## src/rtl/tpsp_pkg.sv

```systemverilog
package tpsp_pkg;

  localparam int unsigned IDX_W   = 6;
  localparam int unsigned UNM_W   = 7;
  localparam int unsigned TOL_W   = 20;
  localparam int unsigned BOUND_W = TOL_W + 1;
  localparam int unsigned AY_W    = 22;
  localparam int unsigned K_W     = 31;
  localparam int unsigned PROD_W  = AY_W + K_W;
  localparam int unsigned FRAC_W  = 30;

  localparam logic [K_W-1:0]     SQRT3_Q30 = 31'd1859775393;
  localparam logic signed [33:0] ONE_Q30   = 34'sd1073741824;
  localparam logic signed [33:0] TWO_Q30   = 34'sd2147483648;
  localparam logic [TOL_W-1:0]   TOL_RESET = 20'd4;

  localparam logic REG_SYMMETRY_MODE   = 1'b0;
  localparam logic REG_MATCH_TOLERANCE = 1'b1;

  typedef enum logic [2:0] {
    ST_LOAD,
    ST_FETCH,
    ST_LATCH,
    ST_SCAN,
    ST_EMIT_RD,
    ST_EMIT_LD
  } state_e;

  typedef struct packed {
    logic             valid;
    logic [IDX_W-1:0] tag;
  } probe_t;

  typedef struct packed {
    logic             valid;
    logic             hit;
    logic [IDX_W-1:0] tag;
  } result_t;

endpackage

```

## src/rtl/tpsp_dist.sv

```systemverilog
module tpsp_dist import tpsp_pkg::*; #(
  parameter int unsigned COORD_WIDTH = 32
) (
  input  logic                          clk_i,
  input  logic                          rst_ni,
  input  logic                          flush_i,
  input  logic                          mode_i,
  input  logic [TOL_W-1:0]              tol_i,
  input  logic signed [COORD_WIDTH-1:0] pi_x_i,
  input  logic signed [COORD_WIDTH-1:0] pi_y_i,
  input  logic signed [COORD_WIDTH-1:0] pj_x_i,
  input  logic signed [COORD_WIDTH-1:0] pj_y_i,
  input  probe_t                        probe_i,
  output result_t                       res_o
);

  localparam int unsigned EW = (COORD_WIDTH > 32) ? COORD_WIDTH : 32;
  localparam int unsigned DW = EW + 4;
  localparam logic signed [DW-1:0] OneQ = DW'(ONE_Q30);
  localparam logic signed [DW-1:0] TwoQ = DW'(TWO_Q30);
  localparam logic [DW-1:0]        AyLimit = DW'(1) << AY_W;

  logic signed [DW-1:0] xi, yi, xj, yj;
  logic signed [DW-1:0] dx_d, dyb_d, dx_q, dyb_q;
  logic [DW-1:0]        adx, ady;
  logic [BOUND_W-1:0]   bound;
  probe_t               s1_d, s1_q, s2_d, s2_q, s3_d, s3_q;
  logic                 ok2_d, ok2_q, ok3_q;
  logic [AY_W-1:0]      ay_q;
  logic [PROD_W-1:0]    prod_d, prod_q;

  assign xi    = DW'(pi_x_i);
  assign yi    = DW'(pi_y_i);
  assign xj    = DW'(pj_x_i);
  assign yj    = DW'(pj_y_i);
  assign bound = {tol_i, 1'b0};

  // barycentric differences, units of 2^-30
  always_comb begin
    if (mode_i == 1'b0) begin
      dx_d  = (xi <<< 1) + yi + xj - yj + OneQ;
      dyb_d = yi + xj + yj + OneQ;
    end else begin
      dx_d  = (xi <<< 1) + yi + (xj <<< 1) + yj + TwoQ;
      dyb_d = yi - yj;
    end
  end

  assign adx    = dx_q[DW-1] ? DW'(-dx_q) : DW'(dx_q);
  assign ady    = dyb_q[DW-1] ? DW'(-dyb_q) : DW'(dyb_q);
  assign ok2_d  = (adx < DW'(bound)) && (ady < AyLimit);
  assign prod_d = PROD_W'(ay_q) * PROD_W'(SQRT3_Q30);

  always_comb begin
    s1_d       = probe_i;
    s1_d.valid = probe_i.valid && !flush_i;
    s2_d       = s1_q;
    s2_d.valid = s1_q.valid && !flush_i;
    s3_d       = s2_q;
    s3_d.valid = s2_q.valid && !flush_i;
  end

  always_ff @(posedge clk_i or negedge rst_ni) begin
    if (!rst_ni) begin
      s1_q <= '0;
      s2_q <= '0;
      s3_q <= '0;
    end else begin
      s1_q <= s1_d;
      s2_q <= s2_d;
      s3_q <= s3_d;
    end
  end

  always_ff @(posedge clk_i) begin
    dx_q   <= dx_d;
    dyb_q  <= dyb_d;
    ok2_q  <= ok2_d;
    ay_q   <= ady[AY_W-1:0];
    ok3_q  <= ok2_q;
    prod_q <= prod_d;
  end

  assign res_o.valid = s3_q.valid;
  assign res_o.tag   = s3_q.tag;
  assign res_o.hit   = ok3_q && (prod_q < PROD_W'({bound, {FRAC_W{1'b0}}}));

endmodule

```

## config.mk

```make
export PLATFORM = sky130hd
export DESIGN_NAME = tpsp_dist
export DESIGN_NICKNAME = d
export VERILOG_FILES = /design/src/rtl/tpsp_pkg.sv /design/src/rtl/tpsp_dist.sv
export SDC_FILE = /design/constraint.sdc
export NUM_CORES = 2
export LEC_CHECK = 0
export ABC_AREA = 1
export CAP_MARGIN = 5
export CORE_UTILIZATION = 45
export CTS_CLUSTER_DIAMETER = 120
export DETAILED_ROUTE_END_ITERATION = 10
export DONT_BUFFER_PORTS = 1
export SLEW_MARGIN = 25
export SYNTH_ARGS = -nofsm -noshare
export SYNTH_HDL_FRONTEND = slang
export SYNTH_SLANG_ARGS = --single-unit
```

## constraint.sdc

```tcl
create_clock -name clk_i -period 6.1 [get_ports clk_i]
set_input_delay 1.22 -clock clk_i [delete_from_list [all_inputs] [get_ports clk_i]]
set_output_delay 1.22 -clock clk_i [all_outputs]
set_load 0.05 [all_outputs]
```

After elaboration in Yosys (flattened, before gate mapping):

Index checks and enable logic that the tools add are counted.

* register bits: 170
* output and inout bits: 8
* logic and storage cells: 39

* add/sub/neg operators: 13
* multipliers: 1
* $lt $le $gt $ge: 3
* muxes and demuxes: 4
* reductions and logical operators: 6

Operator list (number)
* 2-to-1 mux 36 bit: 4
* negation 36 bit: 2
* adder 33 x 32 -> 34 bit: 2
* < comparator 53 x 51 -> 1 bit: 1
* multiplier 22 x 31 -> 53 bit (second input constant): 1
* adder 35 x 32 -> 36 bit: 1
* adder 36 x 32 -> 36 bit (second input constant): 1
* adder 36 x 33 -> 36 bit (second input constant): 1
* < comparator 36 x 21 -> 1 bit: 1
* < comparator 36 x 23 -> 1 bit (second input constant): 1
* subtractor 35 x 32 -> 36 bit: 1
* adder 34 x 32 -> 35 bit: 1
* adder 34 x 32 -> 35 bit (second input constant): 1
* adder 34 x 33 -> 35 bit: 1
* adder 32 x 32 -> 33 bit: 1
* subtractor 32 x 32 -> 33 bit: 1
* logical AND 1 bit: 5
* logical NOT 1 bit: 1

Logic depth before layout (Yosys ltp):

* depth after elaboration: 5
* gate-level depth with buffers: 29
* gate-level depth less buffers: 29

Worst setup path after synthesis:

No wires, ideal clock.

* path type: reg2reg
* from: reg ay_q[5]
* to: reg prod_q[40]
* data arrival time: 5.397 ns
* required time: 5.980 ns
* path slack: 0.583 ns
* cell stages (with the launch flop): 21
* buffers on the path: 0
* path through: dfxtp_1 -> fa_1 -> inv_1 -> fa_1 -> inv_1 -> fa_1 -> inv_1 -> fa_1 -> inv_1 -> fa_1 -> fa_1 -> fa_1 -> ha_1 -> a21o_1 -> a21oi_1 -> o21ai_0 -> a21oi_1 -> nand2_1 -> nand3_1 -> nand2_1 -> xor2_1

* cells in the longest elaborated chain, start to end: 1

RTL lines
* start: declaration: line tpsp_dist.sv:29 `logic [AY_W-1:0] ay_q;`
* start signal: assignment: line tpsp_dist.sv:79 `ay_q <= ady[AY_W-1:0];`
* multiplier 22 x 31 -> 53 bit: line tpsp_dist.sv:52 `assign prod_d = PROD_W'(ay_q) * PROD_W'(SQRT3_Q30);`
* named net prod_d[40]: line tpsp_dist.sv:30 `logic [PROD_W-1:0] prod_d, prod_q;`
* end signal: assignment: line tpsp_dist.sv:81 `prod_q <= prod_d;`
* end: declaration: line tpsp_dist.sv:30

The timed path passes the listed nets, and every way through them passes these cells.

Final worst setup path:

* from: reg ay_q[12]
* to: reg prod_q[46]

Same word-level chain as after synthesis.

==> flow_summary.rst <==
.. list-table::
   :header-rows: 1

   * - Metric
     - Value
   * - Maximum fanout along the worst path
     - 5
   * - Startpoint of the lowest-slack register-to-register path
     - ay_q[12]
   * - Post-Synthesis Cells
     - around 4200
   * - Final weighted congestion in routability-driven placement
     - around 1.1
   * - Endpoint required time on the critical path
     - 6.47 ns
   * - Cts repair resizes
     - 0
   * - Synth Net Count
     - between 5000 and 6000
   * - Startpoint type of the worst setup path
     - flop
   * - # IOs
     - ~170
   * - Hold_sp
     - ok2_q
   * - Worst setup startpoint
     - ay_q[12]
   * - Overflow left after global routing
     - 0
   * - Most used cells in the layout excluding fill and tap cells
     - 879 x inv_1, 754 x nand2_1, 503 x ha_1
   * - Total global-route track usage
     - 31.31%
   * - Number of clock sinks
     - between 100 and 150
   * - Result of the run
     - finished, final reports clean
   * - Post-synthesis area per instance
     - between 7 and 8 sq um
   * - Number of distinct standard cells referenced by the synthesized netlist
     - approximately 60
   * - Maximum number of pins on one net before global-route repair
     - 87
   * - Nets
     - 5337
   * - Number of enable-type register cells in the synthesized netlist
     - 0
   * - CTS Hold Bufs
     - 0
   * - R2r endpoint
     - prod_q[46]
   * - Master cell of the clock root buffer
     - clkbuf_16
   * - Number of max-capacitance violations reported
     - 0
   * - Most used cell, CP
     - fa_1
   * - Chain of cells forming the critical path
     - fa_1 -> inv_1 -> fa_1 -> fa_1 -> fa_1 -> inv_1 -> fa_1 -> fa_1 -> fa_1 -> ha_1 -> nand2_1 -> nor2_1 -> inv_1 -> nor2_1 -> inv_1 -> o21ai_0 -> nand2_1 -> nand3_1 -> xor2_1
   * - Worst Path Class, Setup
     - flop to flop
   * - Period utilisation layout
     - a little over nine tenths
   * - Dpl cells
     - 5203
   * - Number of buffers added on ports
     - 0
   * - Count of cells along the worst register-to-register path
     - 19
   * - Share of async-settable or async-resettable flops after synthesis
     - between 15 and 20%
   * - TritonRoute pass-1 iters
     - 5
   * - Endpoints failing setup
     - 0
   * - Total of flip-flops plus latches after synthesis
     - roughly 140
   * - Via total after detailed routing
     - approximately 28000
   * - Full die area
     - around 72000 sq um
   * - Commonest register cell after synthesis
     - dfxtp_1
   * - Growth of design area from synthesis to finish
     - 6.465%
   * - Average detailed-routed wire length per instance
     - roughly 21 microns
   * - Cell family with most CP delay
     - adder cells
   * - Vias in the first global route
     - roughly 29000
   * - Largest clock skew in the final design
     - 0.01406 ns
   * - Headroom to the max-slew limit
     - 26.65%
   * - Worst-margin pin slew
     - between 1 and 1.5 ns
   * - Critical Path Sink
     - prod_q[46]
   * - Initial antenna violation count
     - 7
   * - Core area
     - ~70000 sq um
   * - Post-Route WL
     - ~110000 microns
   * - Clock tree from TritonCTS
     - yes
   * - Post-route DRC
     - 0
   * - Leading area contributor after synthesis
     - fa_1
   * - Num rows
     - 97
   * - Worst EP arrival
     - about 6.2 ns
   * - Clock slew at reported path FFs
     - 0.06 ns
   * - HPWL reported at the end of detailed placement
     - a little under 100000 microns
   * - Starting density of the core
     - between 40% and 50%
   * - Fraction of layout instances using a drive strength above 1
     - about 4.4%
   * - Fin crit period
     - between 5 and 6 ns
   * - Global-route wire length before repair
     - roughly 170000 microns
   * - Antenna-violating nets left
     - 0
   * - Number of warnings reported in the yosys synthesis log
     - 0
   * - Final number of max-transition violations
     - 0
   * - Number of levels in the clock H-tree
     - 4
   * - Clock latency of the later-clocked register in the worst-skew pair
     - roughly 0.47 ns
   * - First-iteration detailed-routing DRC count
     - roughly 1800
   * - Buffers inserted during post-CTS setup optimization
     - 0
   * - Die width
     - between 200 and 300 microns
   * - Routed vias/inst
     - approximately 5.4
   * - RSZ-0062 raised after global routing
     - true
   * - Worst path buffer plus inverter count
     - 4
   * - Share of the synthesized area in the top cell type
     - between 20% and 30%
   * - Minimum setup slack among reg-to-reg paths
     - 0.24 ns
   * - Crit-path slowest cell
     - fa_1
   * - Cells taking the most area after synthesis
     - fa_1 24%, ha_1 20%, inv_1 10%
   * - Worst hold slack
     - 0.3270 ns
   * - Final hold violation count
     - 0
   * - Setup crit end kind
     - flop
   * - Logic depth of the worst setup path including buffers
     - 19
   * - Buffer levels on the longest clock path
     - 2
   * - Netlist Area Pre-Place
     - around 32000 sq um
   * - Non-filler instance count after layout
     - 5240
   * - Critical Path Max Stage Delay
     - ~0.54 ns
   * - Most common cell after layout, fill and taps aside
     - inv_1
   * - Sequential fraction of the synthesis area
     - 8.961%
   * - Die Y
     - about 270 microns
   * - Clock buffers created by TritonCTS
     - 17
   * - Max Clk Rate
     - around 0.17 GHz
   * - Worst hold-check path type
     - flop to flop
==> cell families (layout without fill, tap and decap cells) <==
logic type,after synthesis,in the layout,synth area share [%]
XOR/XNOR,119,119,3.280
AO/OA/AOI/OAI,731,731,12.89
other,0,5,0
AND/OR/NAND/NOR,1453,1453,19.61
adder cells (fa/ha/maj),896,896,44.44
buffers and inverters,912,959,10.82
flip-flops,137,137,8.961
==> through the flow <==
stage	utilization (%)	setup WS, ns	setup TNS (ns)	area [sq um]
6_report	48.40	0.2384	0	33830
5_1_grt	48.39	-0.03787	-0.03979	33830
4_1_cts	48.26	0.04724	0	33740
3_5_place_dp	47.42	0.06584	0	33150
3_3_place_gp	47.42	0.1347	0	33150
2_1_floorplan	-	0.5833	0	31780
==> how the worst min path moves through the flow <==
stage | slack, ns | cells after the start | to
floorplan | 0.31 | 0 | ok3_q
global placement | 0.31 | 0 | ok3_q
detailed placement | 0.31 | 0 | ok3_q
CTS | 0.33 | 0 | ok3_q
global route | 0.34 | 0 | ok3_q
finish | 0.33 | 0 | ok3_q
==> cells in the mapped netlist, types with 11 or more instances <==
| cell | number |
|---|---|
| xnor2_1 | 34 |
| o21a_1 | 23 |
| nand3_1 | 186 |
| o21bai_1 | 22 |
| inv_1 | 879 |
| nand4_1 | 46 |
| nor2_2 | 17 |
| nand2_2 | 12 |
| o21ai_1 | 14 |
| ha_1 | 508 |
| nor3_1 | 41 |
| o211ai_1 | 11 |
| a21o_1 | 30 |
| nor4_1 | 14 |
| dfxtp_1 | 116 |
| o21ai_0 | 226 |
| nor2_1 | 320 |
| a21oi_1 | 333 |
| nand3b_1 | 23 |
| a31oi_1 | 18 |
| xor2_1 | 85 |
| clkbuf_1 | 17 |
| dfrtp_1 | 21 |
| nand2_1 | 757 |
| fa_1 | 388 |
==> area by class of cell <==
cell class,instances,area (sq um)
antenna,5,12.51
clock buffer,18,429.2
clock inverter,14,163.9
fill,7141,36070
inverter,887,3329
multi-input combinational,3199,25560
sequential,137,2859
tap,940,1176
timing repair buffer,40,300.3
==> sequential cells by signal, indices dropped and copies added (netlist names) <==
register / count
dyb_q: 34
prod_q: 22
res_o: 7
ok3_q: 1
s1_q: 7
ay_q: 22
s2_q: 7
dx_q: 36
ok2_q: 1
==> metal layers <==
metal / wire length (microns) / global-route usage [%]
met3: 6749 / 5.040
met1: 45500 / 37.91
met2: 50960 / 53.00
met4: 6743 / 17.42
met5: 39 / 0
Power is left out: the tool's default activity adds up to more than one toggle a clock period on the data nets, which glitch-free logic cannot reach.
